File: config.mk
export PLATFORM = sky130hd
export DESIGN_NAME = tilt_to_drive_command_frame
export DESIGN_NICKNAME = d
export VERILOG_FILES = /design/src/hw/rtl/tdc_pkg.sv /design/src/hw/rtl/tdc_speed.sv /design/src/hw/rtl/tdc_digits.sv /design/src/hw/rtl/tdc_frame_tx.sv /design/src/hw/rtl/tilt_to_drive_command_frame.sv
export SDC_FILE = /design/constraint.sdc
export NUM_CORES = 1
export LEC_CHECK = 0
export BUFFER_PORTS_ARGS = -buffer_cell sky130_fd_sc_hd__buf_4
export CAP_MARGIN = 0
export CORE_ASPECT_RATIO = 1.75
export CORE_MARGIN = 2
export CORE_UTILIZATION = 37
export DETAILED_ROUTE_END_ITERATION = 6
export GPL_TIMING_DRIVEN = 0
export PLACE_DENSITY = 0.6
export SYNTH_ARGS = -nofsm -noshare
export SYNTH_HDL_FRONTEND = slang
export SYNTH_SLANG_ARGS = --single-unit
File: constraint.sdc
create_clock -name clk -period 10.3 [get_ports clk]
set_input_delay 1.03 -clock clk [delete_from_list [all_inputs] [get_ports clk]]
set_output_delay 1.03 -clock clk [all_outputs]
set_load 0.01 [all_outputs]
File: src/hw/rtl/tdc_pkg.sv
package tdc_pkg;

  localparam int unsigned AngleW = 13;
  localparam int unsigned MagW   = 13;
  localparam int unsigned ByteW  = 8;
  localparam int unsigned IdxW   = 4;

  // Full-scale magnitude: 90 degrees in 1/16 degree steps
  localparam logic [MagW-1:0] MAG_FULL = 13'd1440;
  localparam logic [7:0]      SPEED_MAX = 8'd255;

  localparam logic [ByteW-1:0] CH_LT    = 8'h3C; // '<'
  localparam logic [ByteW-1:0] CH_LPAR  = 8'h28; // '('
  localparam logic [ByteW-1:0] CH_RPAR  = 8'h29; // ')'
  localparam logic [ByteW-1:0] CH_GT    = 8'h3E; // '>'
  localparam logic [ByteW-1:0] CH_ZERO  = 8'h30; // '0'
  localparam logic [ByteW-1:0] CH_W     = 8'h57;
  localparam logic [ByteW-1:0] CH_S     = 8'h53;
  localparam logic [ByteW-1:0] CH_D     = 8'h44;
  localparam logic [ByteW-1:0] CH_A     = 8'h41;

  // direction and speed of one sample
  typedef struct packed {
    logic [ByteW-1:0] dir;
    logic [7:0]       speed;
  } spd_t;

  // everything the serializer needs for one frame
  typedef struct packed {
    logic [ByteW-1:0] dir;
    logic [3:0]       hund;
    logic [3:0]       tens;
    logic [3:0]       ones;
    logic [1:0]       ndig;   // 1..3
  } cmd_t;

endpackage

File: src/hw/rtl/tdc_speed.sv
module tdc_speed (
  input  logic signed [tdc_pkg::AngleW-1:0] tilt_x,
  input  logic signed [tdc_pkg::AngleW-1:0] tilt_y,
  output tdc_pkg::spd_t                     spd
);

  logic [tdc_pkg::MagW-1:0]  ax;
  logic [tdc_pkg::MagW-1:0]  ay;
  logic [tdc_pkg::MagW-1:0]  mag;
  logic [tdc_pkg::ByteW-1:0] dir;
  logic [7:0]                speed;
  logic [10:0]               mag_lo;
  logic [14:0]               prod17;
  logic [9:0]                t;
  logic [18:0]               prod683;

  // -4096 maps to 4096 in the unsigned view
  assign ax = tilt_x[tdc_pkg::AngleW-1] ? 13'(-tilt_x) : 13'(tilt_x);
  assign ay = tilt_y[tdc_pkg::AngleW-1] ? 13'(-tilt_y) : 13'(tilt_y);

  always_comb begin
    if (ax > ay) begin
      mag = ax;
      dir = (!tilt_x[tdc_pkg::AngleW-1] && (tilt_x != '0)) ? tdc_pkg::CH_W : tdc_pkg::CH_S;
    end else begin
      mag = ay;
      dir = (!tilt_y[tdc_pkg::AngleW-1] && (tilt_y != '0)) ? tdc_pkg::CH_D : tdc_pkg::CH_A;
    end
  end

  // speed = floor(mag*17/96) = floor(floor(mag*17/32)/3); /3 as *683 >> 11, exact for t < 765
  assign mag_lo  = mag[10:0];
  assign prod17  = 15'(mag_lo) * 15'd17;
  assign t       = prod17[14:5];
  assign prod683 = 19'(t) * 19'd683;

  assign speed = (mag >= tdc_pkg::MAG_FULL) ? tdc_pkg::SPEED_MAX : prod683[18:11];

  assign spd = {dir, speed};

endmodule

File: src/hw/rtl/tdc_digits.sv
module tdc_digits (
  input  tdc_pkg::spd_t spd,
  output tdc_pkg::cmd_t cmd
);

  logic [1:0]  h;
  logic [6:0]  rem;
  logic [14:0] prod205;
  logic [3:0]  tens;
  logic [6:0]  tens_x10;

  always_comb begin
    priority if (spd.speed >= 8'd200) begin
      h   = 2'd2;
      rem = 7'(spd.speed - 8'd200);
    end else if (spd.speed >= 8'd100) begin
      h   = 2'd1;
      rem = 7'(spd.speed - 8'd100);
    end else begin
      h   = 2'd0;
      rem = spd.speed[6:0];
    end
  end

  // rem/10 as *205 >> 11, exact below 100
  assign prod205  = 15'(rem) * 15'd205;
  assign tens     = prod205[14:11];
  assign tens_x10 = 7'(tens) * 7'd10;

  assign cmd.dir  = spd.dir;
  assign cmd.hund = {2'b00, h};
  assign cmd.tens = tens;
  assign cmd.ones = 4'(rem - tens_x10);
  assign cmd.ndig = (h != 2'd0) ? 2'd3 : ((tens != 4'd0) ? 2'd2 : 2'd1);

endmodule

File: src/hw/rtl/tdc_frame_tx.sv
module tdc_frame_tx (
  input  logic                       clk,
  input  logic                       rst_n,
  input  logic                       load,
  input  tdc_pkg::cmd_t              cmd,
  output logic                       load_ok,
  output logic                       out_valid,
  input  logic                       out_stall,
  output logic [tdc_pkg::ByteW-1:0]  out_frame_byte,
  output logic                       out_last_byte
);

  localparam logic [tdc_pkg::IdxW-1:0] POS_OPEN  = 4'd0;
  localparam logic [tdc_pkg::IdxW-1:0] POS_LPAR0 = 4'd1;
  localparam logic [tdc_pkg::IdxW-1:0] POS_DIR   = 4'd2;
  localparam logic [tdc_pkg::IdxW-1:0] POS_RPAR0 = 4'd3;
  localparam logic [tdc_pkg::IdxW-1:0] POS_LPAR1 = 4'd4;
  localparam logic [tdc_pkg::IdxW-1:0] POS_DIG   = 4'd5;
  localparam logic [tdc_pkg::IdxW-1:0] POS_TAIL  = 4'd6;

  tdc_pkg::cmd_t               frm_r;
  logic                        frm_v_r;
  logic [tdc_pkg::IdxW-1:0]    idx_r;
  logic [tdc_pkg::IdxW-1:0]    idx_nxt;
  logic [tdc_pkg::IdxW-1:0]    pos;
  logic [1:0]                  sel;
  logic [3:0]                  dig;
  logic                        beat;
  logic                        last;

  assign pos  = idx_r - POS_DIG;
  assign sel  = 2'(frm_r.ndig - 2'd1 - pos[1:0]);
  assign last = (idx_r == (POS_TAIL + 4'(frm_r.ndig)));
  assign beat = frm_v_r && !out_stall;

  assign load_ok = !frm_v_r || (beat && last);
  assign idx_nxt = idx_r + 4'd1;

  always_comb begin
    unique case (sel)
      2'd1:    dig = frm_r.tens;
      2'd2:    dig = frm_r.hund;
      default: dig = frm_r.ones;
    endcase
  end

  always_comb begin
    priority if (idx_r == POS_OPEN) begin
      out_frame_byte = tdc_pkg::CH_LT;
    end else if (idx_r == POS_LPAR0 || idx_r == POS_LPAR1) begin
      out_frame_byte = tdc_pkg::CH_LPAR;
    end else if (idx_r == POS_DIR) begin
      out_frame_byte = frm_r.dir;
    end else if (idx_r == POS_RPAR0) begin
      out_frame_byte = tdc_pkg::CH_RPAR;
    end else if (pos < 4'(frm_r.ndig)) begin
      out_frame_byte = tdc_pkg::CH_ZERO + {4'b0000, dig};
    end else if (pos == 4'(frm_r.ndig)) begin
      out_frame_byte = tdc_pkg::CH_RPAR;
    end else begin
      out_frame_byte = tdc_pkg::CH_GT;
    end
  end

  assign out_valid     = frm_v_r;
  assign out_last_byte = last;

  always_ff @(posedge clk) begin
    if (!rst_n) begin
      frm_v_r <= 1'b0;
      idx_r   <= POS_OPEN;
    end else if (load) begin
      frm_v_r <= 1'b1;
      idx_r   <= POS_OPEN;
    end else if (beat) begin
      if (last) begin
        frm_v_r <= 1'b0;
        idx_r   <= POS_OPEN;
      end else begin
        idx_r   <= idx_nxt;
      end
    end
  end

  always_ff @(posedge clk) begin
    if (load) begin
      frm_r <= cmd;
    end
  end

endmodule

File: src/hw/rtl/tilt_to_drive_command_frame.sv
// Channel | Ports                                   | Direction
// input   | in_valid, in_stall, in_tilt_x, in_tilt_y | tilt sample in
// output  | out_valid, out_stall, out_frame_byte,   | frame bytes out,
//         | out_last_byte                           | one byte per beat
//
// Each sample yields a frame of 8 to 10 byte beats, 7 plus the number of
// speed digits; the byte serializer sets the rate, one sample per frame.
// The first byte reaches the port through the input reg, speed reg and
// frame reg, in that order. Two samples can queue behind the frame being
// sent.
// rst_n is synchronous, active low; it empties all stages.
// out_stall holds the current byte; backpressure reaches in_stall once
// the input and speed registers are both occupied and the frame register cannot load.
module tilt_to_drive_command_frame (
  input  logic                                clk,
  input  logic                                rst_n,
  input  logic                                in_valid,
  output logic                                in_stall,
  input  logic signed [tdc_pkg::AngleW-1:0]   in_tilt_x,
  input  logic signed [tdc_pkg::AngleW-1:0]   in_tilt_y,
  output logic                                out_valid,
  input  logic                                out_stall,
  output logic [tdc_pkg::ByteW-1:0]           out_frame_byte,
  output logic                                out_last_byte
);

  // input register
  logic signed [tdc_pkg::AngleW-1:0] tilt_x_r;
  logic signed [tdc_pkg::AngleW-1:0] tilt_y_r;
  logic                              in_v_r;

  // speed register
  tdc_pkg::spd_t spd_nxt;
  tdc_pkg::spd_t spd_r;
  logic          spd_v_r;

  tdc_pkg::cmd_t cmd;
  logic          load_ok;
  logic          spd_adv;
  logic          spd_ok;
  logic          in_adv;
  logic          in_take;

  // stage handshakes: a stage moves on when the one after it is free
  // or being freed this cycle
  assign spd_adv  = spd_v_r && load_ok;
  assign spd_ok   = !spd_v_r || spd_adv;
  assign in_adv   = in_v_r && spd_ok;
  assign in_stall = in_v_r && !spd_ok;
  assign in_take  = in_valid && !in_stall;

  always_ff @(posedge clk) begin
    if (!rst_n) begin
      in_v_r  <= 1'b0;
      spd_v_r <= 1'b0;
    end else begin
      if (in_take) begin
        in_v_r <= 1'b1;
      end else if (in_adv) begin
        in_v_r <= 1'b0;
      end
      if (in_adv) begin
        spd_v_r <= 1'b1;
      end else if (spd_adv) begin
        spd_v_r <= 1'b0;
      end
    end
  end

  always_ff @(posedge clk) begin
    if (in_take) begin
      tilt_x_r <= in_tilt_x;
      tilt_y_r <= in_tilt_y;
    end
    if (in_adv) begin
      spd_r <= spd_nxt;
    end
  end

  // winning axis, direction letter, scaled and clamped speed
  tdc_speed u_speed (
    .tilt_x (tilt_x_r),
    .tilt_y (tilt_y_r),
    .spd    (spd_nxt)
  );

  // decimal split of the speed
  tdc_digits u_digits (
    .spd (spd_r),
    .cmd (cmd)
  );

  // frame register and byte serializer
  tdc_frame_tx u_tx (
    .clk            (clk),
    .rst_n          (rst_n),
    .load           (spd_adv),
    .cmd            (cmd),
    .load_ok        (load_ok),
    .out_valid      (out_valid),
    .out_stall      (out_stall),
    .out_frame_byte (out_frame_byte),
    .out_last_byte  (out_last_byte)
  );

  // closing byte of every frame is '>'
  a_last_is_gt : assert property (@(posedge clk) disable iff (!rst_n)
    out_valid && out_last_byte |-> out_frame_byte == tdc_pkg::CH_GT)
    else $error("last byte is not the closing bracket");

  // a frame ending is followed only by a fresh frame start
  a_next_frame_opens : assert property (@(posedge clk) disable iff (!rst_n)
    out_valid && !out_stall && out_last_byte |=>
      !out_valid || out_frame_byte == tdc_pkg::CH_LT)
    else $error("frame does not start with open bracket");

  // the opening bracket is always followed by '('
  a_open_then_lpar : assert property (@(posedge clk) disable iff (!rst_n)
    out_valid && !out_stall && out_frame_byte == tdc_pkg::CH_LT && !out_last_byte |=>
      out_valid && out_frame_byte == tdc_pkg::CH_LPAR)
    else $error("open bracket not followed by parenthesis");

  // a held input sample is kept while backpressure stands
  a_in_hold : assert property (@(posedge clk) disable iff (!rst_n)
    in_stall |=> in_v_r && $stable(tilt_x_r) && $stable(tilt_y_r))
    else $error("input register changed while stalled");

endmodule
=== After elaboration in Yosys (flattened, before gate mapping) ===
Cells that the tools add are included.

* Bits in registers: 69
* Bits of input ports: 30
* Word-level logic and storage cells: 97

* $add $sub $neg: 11
* $mul: 4
* $lt $le $gt $ge: 5
* Eq/ne operators: 8
* Mux-type cells: 26
* Bitwise operators: 1
* Reductions and logical operators: 29

{| class="wikitable"
|+ Operators by type and width
! kind !! number
|-
| 2-to-1 mux 8 bit || 6
|-
| 2-to-1 mux 13 bit || 3
|-
| negation 13 bit || 2
|-
| nonzero test 13 bit || 2
|-
| multiplier 10 x 10 -> 19 bit, second input constant || 1
|-
| multiplier 11 x 5 -> 15 bit, second input constant || 1
|-
| multiplier 7 x 8 -> 15 bit, second input constant || 1
|-
| 2-to-1 mux 7 bit || 2
|-
| subtractor 7 bit, second input constant || 2
|-
| greater-or-equal comparator 13 x 11 -> 1 bit, second input constant || 1
|-
| > comparator 13 bit || 1
|-
| nonzero test 2 bit || 5
|-
| equality test 4 x 2 -> 1 bit, second input constant || 2
|-
| greater-or-equal comparator 8 x 7 -> 1 bit, second input constant || 1
|-
| greater-or-equal comparator 8 bit, second input constant || 1
|-
| logical AND 1 bit || 8
|-
| 2-to-1 mux 1 bit || 8
|-
| case mux 4 bit (2 select lines) || 1
|-
| adder 6 x 4 -> 7 bit, first input constant || 1
|-
| zero test 1 bit || 7
|-
| 2-to-1 mux 3 bit || 2
|-
| 2-to-1 mux 5 bit || 1
|-
| adder 3 x 2 -> 4 bit, first input constant || 1
|-
| adder 4 x 1 -> 4 bit, second input constant || 1
|-
| other kinds (20) || 23
|}

=== Depth between registers and ports, before layout ===
Gate-level depths: netlist (run 1).

* Depth after elaboration: 11
* Gate-level depth with buffers: 42
* Depth with buffers taken out: 40

=== Modules after synthesis ===
From an unflattened synthesis (run 1), not the netlist that was laid out.

* Cells, all modules: 706
* Area, all modules: 7430.9 sq um

{| class="wikitable"
|+ By module, submodules not included
! module !! times used !! cells an instance !! area each (sq um) !! seq. area each (sq um)
|-
| tdc_speed || 1 || 371 || 3254.4 || 0.0
|-
| tdc_digits || 1 || 169 || 1436.4 || 0.0
|-
| tdc_frame_tx || 1 || 115 || 1390.1 || 760.7
|-
| tilt_to_drive_command_frame || 1 || 51 || 1350.0 || 1301.2
|}

=== Worst setup path after synthesis (run 1) ===
No wires, ideal clock.

* Kind: flip-flop to flip-flop
* Start: reg tilt_x_r[4] in the netlist's numbering
* End: reg spd_r[7] in the netlist's numbering, data pin
* Setup time: 0.257 ns
* Arrival: 9.415 ns
* Data required time: 10.043 ns
* Path slack: 0.629 ns
* Stages on the path, launching flop included: 41
* Clock period less this slack: 9.671 ns
* Cells stage by stage: edfxtp_1 or4_4 or4_1 o21ai_1 xor2_1 inv_1 ha_1 nand2_1 or4_1 nand2_1 a21oi_2 buf_6 clkbuf_1 mux2i_1 ha_1 ha_1 fa_1 a21o_1 [... 5 more ...] xnor2_1 inv_1 ha_1 ha_1 fa_1 fa_1 inv_1 fa_1 inv_1 ha_1 o21a_1 o21a_1 o2111a_1 o2111ai_1 a311oi_1 nand3_1 a21oi_1 o21ai_2

* Cells in the longest elaborated chain, start to end: 6
* Elaborated cells between the ends (all ways): 7
* Those cells by class: add/sub: 1; mul: 2; order compare: 2; mux: 2

{| class="wikitable"
|+ Ends and longest elaborated chain
! what !! RTL line !! source
|-
| start: declaration || tilt_to_drive_command_frame.sv:28 || <nowiki>logic signed [tdc_pkg::AngleW-1:0] tilt_x_r;</nowiki>
|-
| start signal: assignment || tilt_to_drive_command_frame.sv:72 || <nowiki>tilt_x_r <= in_tilt_x;</nowiki>
|-
| negation 13 bit || tdc_speed.sv:18 || <nowiki>assign ax = tilt_x[tdc_pkg::AngleW-1] ? 13'(-tilt_x) : 13'(tilt_x);</nowiki>
|-
| 2-to-1 mux 13 bit (*) || tdc_speed.sv:18 ||
|-
| > comparator 13 bit || tdc_speed.sv:22 || <nowiki>if (ax > ay) begin</nowiki>
|-
| 2-to-1 mux 13 bit (*) || tdc_speed.sv:22 ||
|-
| multiplier 11 x 5 -> 15 bit || tdc_speed.sv:33 || <nowiki>assign prod17 = 15'(mag_lo) * 15'd17;</nowiki>
|-
| multiplier 10 x 10 -> 19 bit || tdc_speed.sv:35 || <nowiki>assign prod683 = 19'(t) * 19'd683;</nowiki>
|-
| end signal: assignment || tilt_to_drive_command_frame.sv:76 || <nowiki>spd_r <= spd_nxt;</nowiki>
|-
| end: declaration || tilt_to_drive_command_frame.sv:34 || <nowiki>tdc_pkg::spd_t spd_r;</nowiki>
|}

Every way passes the cells marked *; elsewhere a longest branch is shown, timed or not.
A chain may end at the register's enable or synchronous reset.

=== Final worst setup path (run 1) ===
Same ends and word-level chain as after synthesis.

==> impl_results.md, run 1 <==
- Reg-to-reg endpoint: spd_r[7]
- Clk Latency, worst-skew pair: 0.33 ns
- Max H-tree Level: 3
- Worst-Margin Slew: 1.30 ns
- Initial DRC count: 118
- DRC violations left: 0
- Crit-path most repeated cell: ha_1
- Multi-input gate area: 0.00469 sq mm
- Seq. cell area: 0.00170 sq mm
- Crit path launch type: flip-flop
- CP required: 10.39 ns
- GP Congestion: 0.897
- Clock Skew: 0.00727 ns
- Synth Register Bits: 59
- Cts hold-fix bufs: 0
- Proportion of layout cells with a drive suffix above 1: 0.150
- Worst-path fanout max: 10
- Starting Density: 0.378
- Avg Cell Area, Syn: 10.1 sq um
- CTS tree: yes
- Area growth, synth to finish: 16.6%
- Die Wd: 105 um
- Antenna Nets Post-Route: 0
- CP Capture Type: flip-flop
- Final min period: 9.89 ns
- Syn Inst Count: 656
- # fillers: 1,734
- Number of global-route vias before repair: 5,508
- Num CTS Buffers: 9
- RSZ-0062 raised after global routing: false
- Largest net degree at the start of global routing: 22
- Placed Area: 0.00721 sq mm
- WL/cell: 15.8 um
- Router iterations before antenna repair: 4
- Outcome: complete, no violations
- Clk sinks: 59
- R2R setup slack: 0.41 ns
- Count leader, synth: ha_1
- Hold WC Path Type: reg2reg
- CP Data Arrival Time: 9.98 ns
- Cell taking the most area after synthesis: ha_1
- Final Max Tran Viols: 0
- CTS Root Cell: clkbuf_16
- Slew margin rel.: 0.133
- Min-Delay Path Depth: 0
- Slowest-stage cell, CP: or4_4
- I/O Pins: 41
- Post-Syn Area: 0.00661 sq mm
- Max-cap viol count: 0
- Full die area: 0.0190 sq mm
- Ys async rst share: 0
- Post-synth EDFFs: 52
- First-pass GRT wire length: 24,900 um
- Post-Route WL: 15,000 um
- Most frequent cells after synthesis: ha_1, inv_1, edfxtp_1
- Final Worst Setup Slack: 0.405 ns
- Core footprint: 0.0175 sq mm
- Largest stage delay, worst path: 0.59 ns
- Die height: 181 um
- Placed wire-length estimate: 12,800 um
- Setup crit start: tilt_x_r[4]
- Share of the synthesized area in the top cell type: 0.254
- Net Count, Synth: 848
- Initial antenna violation count: 0
- Ys Warns: 0
- Register area share after synthesis: 0.258
- Final Cell Area: 0.00770 sq mm
- Vias/cell: 5.22
- Ranking of synthesized cells by area: ha_1, edfxtp_1, fa_1
- Register-to-Register Path Depth: 39
- Reg clk slew, reported paths: 0.05 ns
- Vias: 4,961
- Total GRT Usage: 0.166
- Hold Fails Final Rpt: 0
- Nets: 906
- Tcrit/Tclk final: 0.961
- Diode count: 0
- Clock Tree Buf Depth: 2
- Distinct cells, synth: 65
- Reg2reg start: tilt_x_r[4]
- Pre-CTS WS: -0.850 ns
- Cell Rows: 64
- Top FF cell, synth: edfxtp_1
- CP endpoint: spd_r[7]
- Grt ovf: 0
- PortBufs: 39
- Setup tns final: 0 ns
- WS Path Type: reg2reg
- Maximum clock rate: 101 MHz
- Setup violations, final: 0
## cell type report
| class | instances | area share |
|---|---|---|
| clock buffer | 10 | 0.0297 |
| sequential | 59 | 0.221 |
| clock inverter | 6 | 0.00552 |
| buffer | 8 | 0.00634 |
| timing repair buffer | 47 | 0.0468 |
| tap | 231 | 0.0375 |
| inverter | 90 | 0.0439 |
| multi-input combinational | 499 | 0.609 |
## cells by family (layout without fill, tap and decap cells)
logic type	count (synthesis)	count (layout)	share of synthesized area
fa+ha+maj	162	162	0.339
other cells	1	1	0.000568
xor+xnor	59	59	0.0837
simple gates	146	146	0.113
buf+inv	98	161	0.0580
compound gates	119	119	0.127
flops	59	59	0.258
mux	12	12	0.0206
## per-layer routing
metal | global-route usage | wire length [um] | up-vias
met4 | 0.0976 | 902 | 0
met1 | 0.132 | 4670 | 2367
li1 | - | - | 2437
met3 | 0.0253 | 381 | 51
met5 | 0 | 0 | -
met2 | 0.356 | 9090 | 106
## through the flow
step,util,hold WS (ns),std cells
global route,0.441,0.440,950
finish,0.441,0.419,950
detailed placement,0.413,0.410,928
floorplan,-,0.400,656
CTS,0.434,0.423,948
global placement,0.412,0.406,926
## worst min path at each step
stage / slack (ns) / from / endpoint
3_3_place_gp: 0.41 / spd_r[8] / u_tx.frm_r[14]
3_5_place_dp: 0.41 / spd_r[10] / u_tx.frm_r[16]
5_1_grt: 0.44 / spd_r[10] / u_tx.frm_r[16]
2_1_floorplan: 0.40 / spd_r[8] / u_tx.frm_r[14]
6_report: 0.42 / spd_r[10] / u_tx.frm_r[16]
4_1_cts: 0.42 / spd_r[10] / u_tx.frm_r[16]
## flip-flops by register name, summed over array words and instances, names as in the netlist
signal / cells
u_tx.frm_r: 15
tilt_x_r: 13
tilt_y_r: 13
spd_r: 11
u_tx.idx_r: 4
in_v_r: 1
spd_v_r: 1
u_tx.out_valid: 1
## repair_timing
action	CTS	global route
pin swaps	4	8
setup buffers	4	2
setup endpoints to repair	8	6
gates resized for setup	11	21
gates cloned	0	0
## worst max-delay path, delay by kind of cell, from the launching register on
kind / cells / cell delay, ns
simple gates: 3 / 0.84
flops: 1 / 0.43
buf+inv: 6 / 0.69
fa+ha+maj: 10 / 3.52
mux: 1 / 0.31
compound gates: 17 / 3.37
xor+xnor: 2 / 0.49
## placed cells by master, fill, tap and decap left out, types with 3 or more instances in the layout
cell type   Yosys  routed
dfxtp_1         7       7
o31ai_1         6       3
xor2_2          3       6
a21o_1          6       6
nand3_1        11      11
nor2_1         27      27
edfxtp_1       52      52
and2_1          6       6
xor2_1         29      26
nand2_1        41      40
a211oi_1        9       9
o2111ai_1       4       3
nand2b_1        9       9
or4_4           3       4
nor3_1         13      13
a21oi_2         1       4
inv_1          90      90
o21ai_0        21      21
ha_1          134     133
o211ai_1        6       6
clkbuf_16       0       9
or3_1           5       5
fa_1           28      27
buf_4           2      49
mux2i_1        10       9
a21oi_1        23      19
nand4_1         5       5
o21a_1         12      11
clkinvlp_4      0       4
a31oi_1         4       3
nor2b_1        10       9
xnor2_1        26      25
o31ai_2         0       3
clkbuf_1        5       5
and3_1          3       3
Power of run 1 is not shown: default switching activity piles up to over one toggle a cycle in this logic, so the estimate is an artifact.
==> run 2, diff against run 1 <==
Settings changed: ABC_AREA set to 1.
==> impl_results.md, run 2 <==
- Clock Skew: 0.00595 ns
- Ranking of synthesized cells by area: ha_1, edfxtp_1, fa_1
- Worst-path fanout max: 6
- Slew margin rel.: 0.293
- Proportion of layout cells with a drive suffix above 1: 0.122
- Net Count, Synth: 1,022
- Reg-to-reg endpoint: spd_r[7]
- Nets: 1,072
- Largest registers: u_tx.frm_r (15), tilt_x_r (13), tilt_y_r (13)
- Antenna Nets Post-Route: 0
- Avg Cell Area, Syn: 8.40 sq um
- Total GRT Usage: 0.163
- Die height: 186 um
- CP required: 10.38 ns
- Reg2reg start: tilt_y_r[0]
- Share of the synthesized area in the top cell type: 0.240
- Count leader, synth: nand2_1
- Hold WC Path Type: reg2reg
- WP buf/inv: 6
- Clk sinks: 59
- Max FFs per register: 15
- Critical path depth: 48
- RSZ-0062 raised after global routing: false
- WL/cell: 13.6 um
- Register-to-Register Path Depth: 48
- WS Path Type: reg2reg
- Crit-path most repeated cell: nand2_1
- Setup crit start: tilt_y_r[0]
- Maximum clock rate: 110 MHz
- CTS tree: yes
- Max H-tree Level: 3
- Final min period: 9.07 ns
- R2R setup slack: 1.23 ns
- Grt ovf: 0
- Outcome: complete, no violations
- Register area share after synthesis: 0.244
- Synth Register Bits: 59
- PortBufs: 39
- # fillers: 1,911
- Cell Rows: 66
- Commonest non-fill, non-tap cell in the layout: nand2_1
- Most frequent cells in the layout: nand2_1, inv_1, ha_1
- Tcrit/Tclk final: 0.880
- Cts hold-fix bufs: 0
- Largest net degree at the start of global routing: 27
- Largest stage delay, worst path: 0.54 ns
- Hold slack final: 0.415 ns
- Worst-Margin Slew: 1.06 ns
- Router iterations before antenna repair: 4
- Most frequent cells after synthesis: nand2_1, inv_1, ha_1
- Placed wire-length estimate: 13,000 um
- Core footprint: 0.0185 sq mm
- Largest Register: u_tx.frm_r
- Setup violations, final: 0
- Area growth, synth to finish: 12.6%
- Full die area: 0.0200 sq mm
- Post-Route WL: 15,300 um
- Number of global-route vias before repair: 5,582
- Multi-input gate area: 0.00465 sq mm
- CP endpoint: spd_r[7]
- CP Capture Type: flip-flop
- Die Wd: 108 um
- DRC violations left: 0
- Vias: 5,455
- Post-synth EDFFs: 52
- Clock Tree Buf Depth: 2
- Number of gates resized after cts: 0
- Diode count: 0
- First-pass GRT wire length: 25,500 um
- Ys async rst share: 0
- CTS Root Cell: clkbuf_16
- Hold Fails Final Rpt: 0
- Num CTS Buffers: 9
- Post-CTS setup repair buffer count: 0
- Starting Density: 0.377
- Initial antenna violation count: 0
- Vias/cell: 4.86
- Slowest-stage cell, CP: fa_1
- Max-cap viol count: 0
- Cell taking the most area after synthesis: ha_1
- Post-Syn Area: 0.00697 sq mm
- CP Data Arrival Time: 9.14 ns
- Ys Warns: 0
- Reg clk slew, reported paths: 0.05 ns
- Distinct cells, synth: 55
- Initial DRC count: 182
- Seq. cell area: 0.00170 sq mm
- Setup tns final: 0 ns
- Top delay family on crit path: adder cells
- Clk Latency, worst-skew pair: 0.34 ns
- Syn Inst Count: 830
- GP Congestion: 0.898
- Final Max Tran Viols: 0
- I/O Pins: 41
- Crit path launch type: flip-flop
- Top FF cell, synth: edfxtp_1
==> run 2: changes by cell type in the layout (fill, tap and decap cells not counted), sizes merged, moves of 10 or more <==
cell,previous run,this run
nor2b,10,0
inv,90,153
nand2,41,162
o21ai,24,46
o21a,12,2
a21oi,24,49
nor2,27,48
mux2i,12,1
nand3,11,42
==> run 2: stage by stage <==
step / util / cell area, sq um / setup WS (ns) / cells
floorplan: - / 6970 / 2.37 / 830
global placement: 0.409 / 7560 / 1.21 / 1107
detailed placement: 0.409 / 7570 / 1.21 / 1107
CTS: 0.424 / 7850 / 1.16 / 1123
global route: 0.424 / 7850 / 0.396 / 1123
finish: 0.424 / 7850 / 1.23 / 1123
==> run 2: worst min-delay path by stage <==
stage | startpoint | endpoint | slack (ns) | depth (start not counted)
after global placement | spd_r[8] | u_tx.frm_r[14] | 0.40 | 0
after detailed placement | spd_r[8] | u_tx.frm_r[14] | 0.40 | 0
final | spd_r[8] | u_tx.frm_r[14] | 0.42 | 0
after CTS | spd_r[8] | u_tx.frm_r[14] | 0.42 | 0
after global routing | spd_r[9] | u_tx.frm_r[15] | 0.43 | 0
after floorplan | spd_r[8] | u_tx.frm_r[14] | 0.40 | 0
==> run 2: layout make-up <==
cell class,instances,area share
Clock inverter,6,0.00717
Clock buffer,10,0.0292
Timing Repair Buffer,39,0.0373
Multi-Input combinational cell,611,0.592
Buffer,6,0.00574
Inverter,154,0.0736
Sequential cell,59,0.217
Tap cell,238,0.0379
==> run 2: kinds of logic after synthesis <==
logic type | share of synthesized area
adder cells (fa/ha/maj) | 0.321
other | 0.000538
flip-flops | 0.244
multiplexers | 0.00144
buffers and inverters | 0.0894
XOR/XNOR | 0.0551
AO/OA/AOI/OAI | 0.0971
AND/OR/NAND/NOR | 0.191
==> run 2: metal layers <==
| metal | share of wire | wire length [um] | global-route usage |
|---|---|---|---|
| met3 | 0.012 | 179 | 0.0193 |
| met5 | 0 | 0 | 0 |
| met1 | 0.37 | 5730 | 0.156 |
| met2 | 0.58 | 8850 | 0.330 |
| met4 | 0.036 | 545 | 0.0831 |
Power of run 2 is left out for the same reason.
==> run 3, diff against run 2 <==
Settings changed: CELL_PAD_IN_SITES_DETAIL_PLACEMENT set to 0, CELL_PAD_IN_SITES_GLOBAL_PLACEMENT set to 1, CORE_UTILIZATION 37 to 43, PLACE_DENSITY 0.6 to 0.83.
==> impl_results.md, run 3 (synthesis gave the netlist of run 2 again) <==
- Outcome: complete, no violations
- WS Path Type: reg2reg
- DRC violations left: 0
- Largest stage delay, worst path: 0.51 ns
- Antenna Nets Post-Route: 0
- RSZ-0062 raised after global routing: false
- Hold Fails Final Rpt: 0
- I/O Pins: 41
- Max-cap viol count: 0
- Clk Latency, worst-skew pair: 0.34 ns
- Vias/cell: 5.16
- Num CTS Buffers: 9
- Largest net degree at the start of global routing: 27
- Top delay family on crit path: adder cells
- Total GRT Usage: 0.193
- R2R setup slack: 1.08 ns
- PortBufs: 39
- Maximum clock rate: 108 MHz
- Largest Register: u_tx.frm_r
- First-pass GRT wire length: 25,900 um
- Most frequent cells in the layout: nand2_1, inv_1, ha_1
- Die height: 172 um
- CTS tree: yes
- Vias: 5,547
- Crit-path most repeated cell: nand2_1
- Grt ovf: 0
- GP Congestion: 0.901
- Max FFs per register: 15
- Clock Tree Buf Depth: 2
- Clock Skew: 0.00772 ns
- Final Max Tran Viols: 0
- Post-Route WL: 15,300 um
- CP required: 10.38 ns
- CTS Root Cell: clkbuf_16
- Setup tns final: 0 ns
- CP Data Arrival Time: 9.30 ns
- Router iterations before antenna repair: 4
- Cell Rows: 61
- Number of global-route vias before repair: 5,807
- Diode count: 0
- Hold WC Path Type: reg2reg
- Slowest-stage cell, CP: fa_1
- Final min period: 9.22 ns
- Largest registers: u_tx.frm_r (15), tilt_x_r (13), tilt_y_r (13)
- Worst-Margin Slew: 0.992 ns
- Setup violations, final: 0
- Tcrit/Tclk final: 0.895
- Die Wd: 100 um
- Starting Density: 0.439
- Reg clk slew, reported paths: 0.06 ns
- Proportion of layout cells with a drive suffix above 1: 0.125
- Cts hold-fix bufs: 0
- Clk sinks: 59
- Worst-path fanout max: 6
- WL/cell: 14.3 um
- Post-CTS setup repair buffer count: 0
- Full die area: 0.0173 sq mm
- Slew margin rel.: 0.338
- Placed wire-length estimate: 13,400 um
- Initial DRC count: 249
- Number of gates resized after cts: 0
- WP buf/inv: 6
- Max H-tree Level: 3
- Core footprint: 0.0159 sq mm
- Crit path launch type: flip-flop
- Commonest non-fill, non-tap cell in the layout: nand2_1
- Area growth, synth to finish: 12.0%
- Initial antenna violation count: 0
- CP Capture Type: flip-flop
- Nets: 1,072
run 3: cell count changes in the layout (fill, tap and decap cells not counted), sizes merged:
| cell | change |
|---|---|
| clkbuf | -1 |
| clkinv | -2 |
| inv | +1 |
| clkinvlp | +2 |
run 3: worst paths after layout:
check,from,to,cells after the start
worst min-delay path,spd_r[8],u_tx.frm_r[14],0
worst min register to register,spd_r[8],u_tx.frm_r[14],0
worst max-delay path,tilt_y_r[0],spd_r[7],46
worst max register to register,tilt_y_r[0],spd_r[7],46
run 3: layout make-up:
cell class	count	area (sq um)
Timing Repair Buffer	39	293
Clock inverter	7	76.3
Multi-Input combinational cell	611	4650
Buffer	6	45.0
Fill cell	1568	8070
Sequential cell	59	1700
Tap cell	189	236
Inverter	154	578
Clock buffer	9	225
run 3: per-layer routing:
metal  up-vias  share of wire  track usage
li1       2846              -            -
met1      2577           0.33        0.167
met2        83           0.60        0.412
met3        41          0.022       0.0299
met4         0          0.043       0.0852
met5         -              0            0
run 3: worst reg2reg max path: cells and delay by family, from the launching register on:
kind | cells | cell delay [ns]
AO/OA/AOI/OAI | 7 | 1.54
XOR/XNOR | 1 | 0.47
buffers and inverters | 6 | 0.41
adder cells (fa/ha/maj) | 11 | 3.98
flip-flops | 1 | 0.40
AND/OR/NAND/NOR | 21 | 2.16
run 3: metrics by stage:
stage | hold slack (ns) | setup slack (ns) | util | instances | instance area [sq um]
floorplan | 0.400 | 2.37 | - | 830 | 6970
global placement | 0.407 | 1.14 | 0.472 | 1058 | 7500
detailed placement | 0.415 | 1.10 | 0.473 | 1058 | 7500
CTS | 0.430 | 1.07 | 0.492 | 1074 | 7810
global route | 0.445 | 0.256 | 0.492 | 1074 | 7810
finish | 0.432 | 1.08 | 0.492 | 1074 | 7810
Power of run 3 is left out for the same reason.
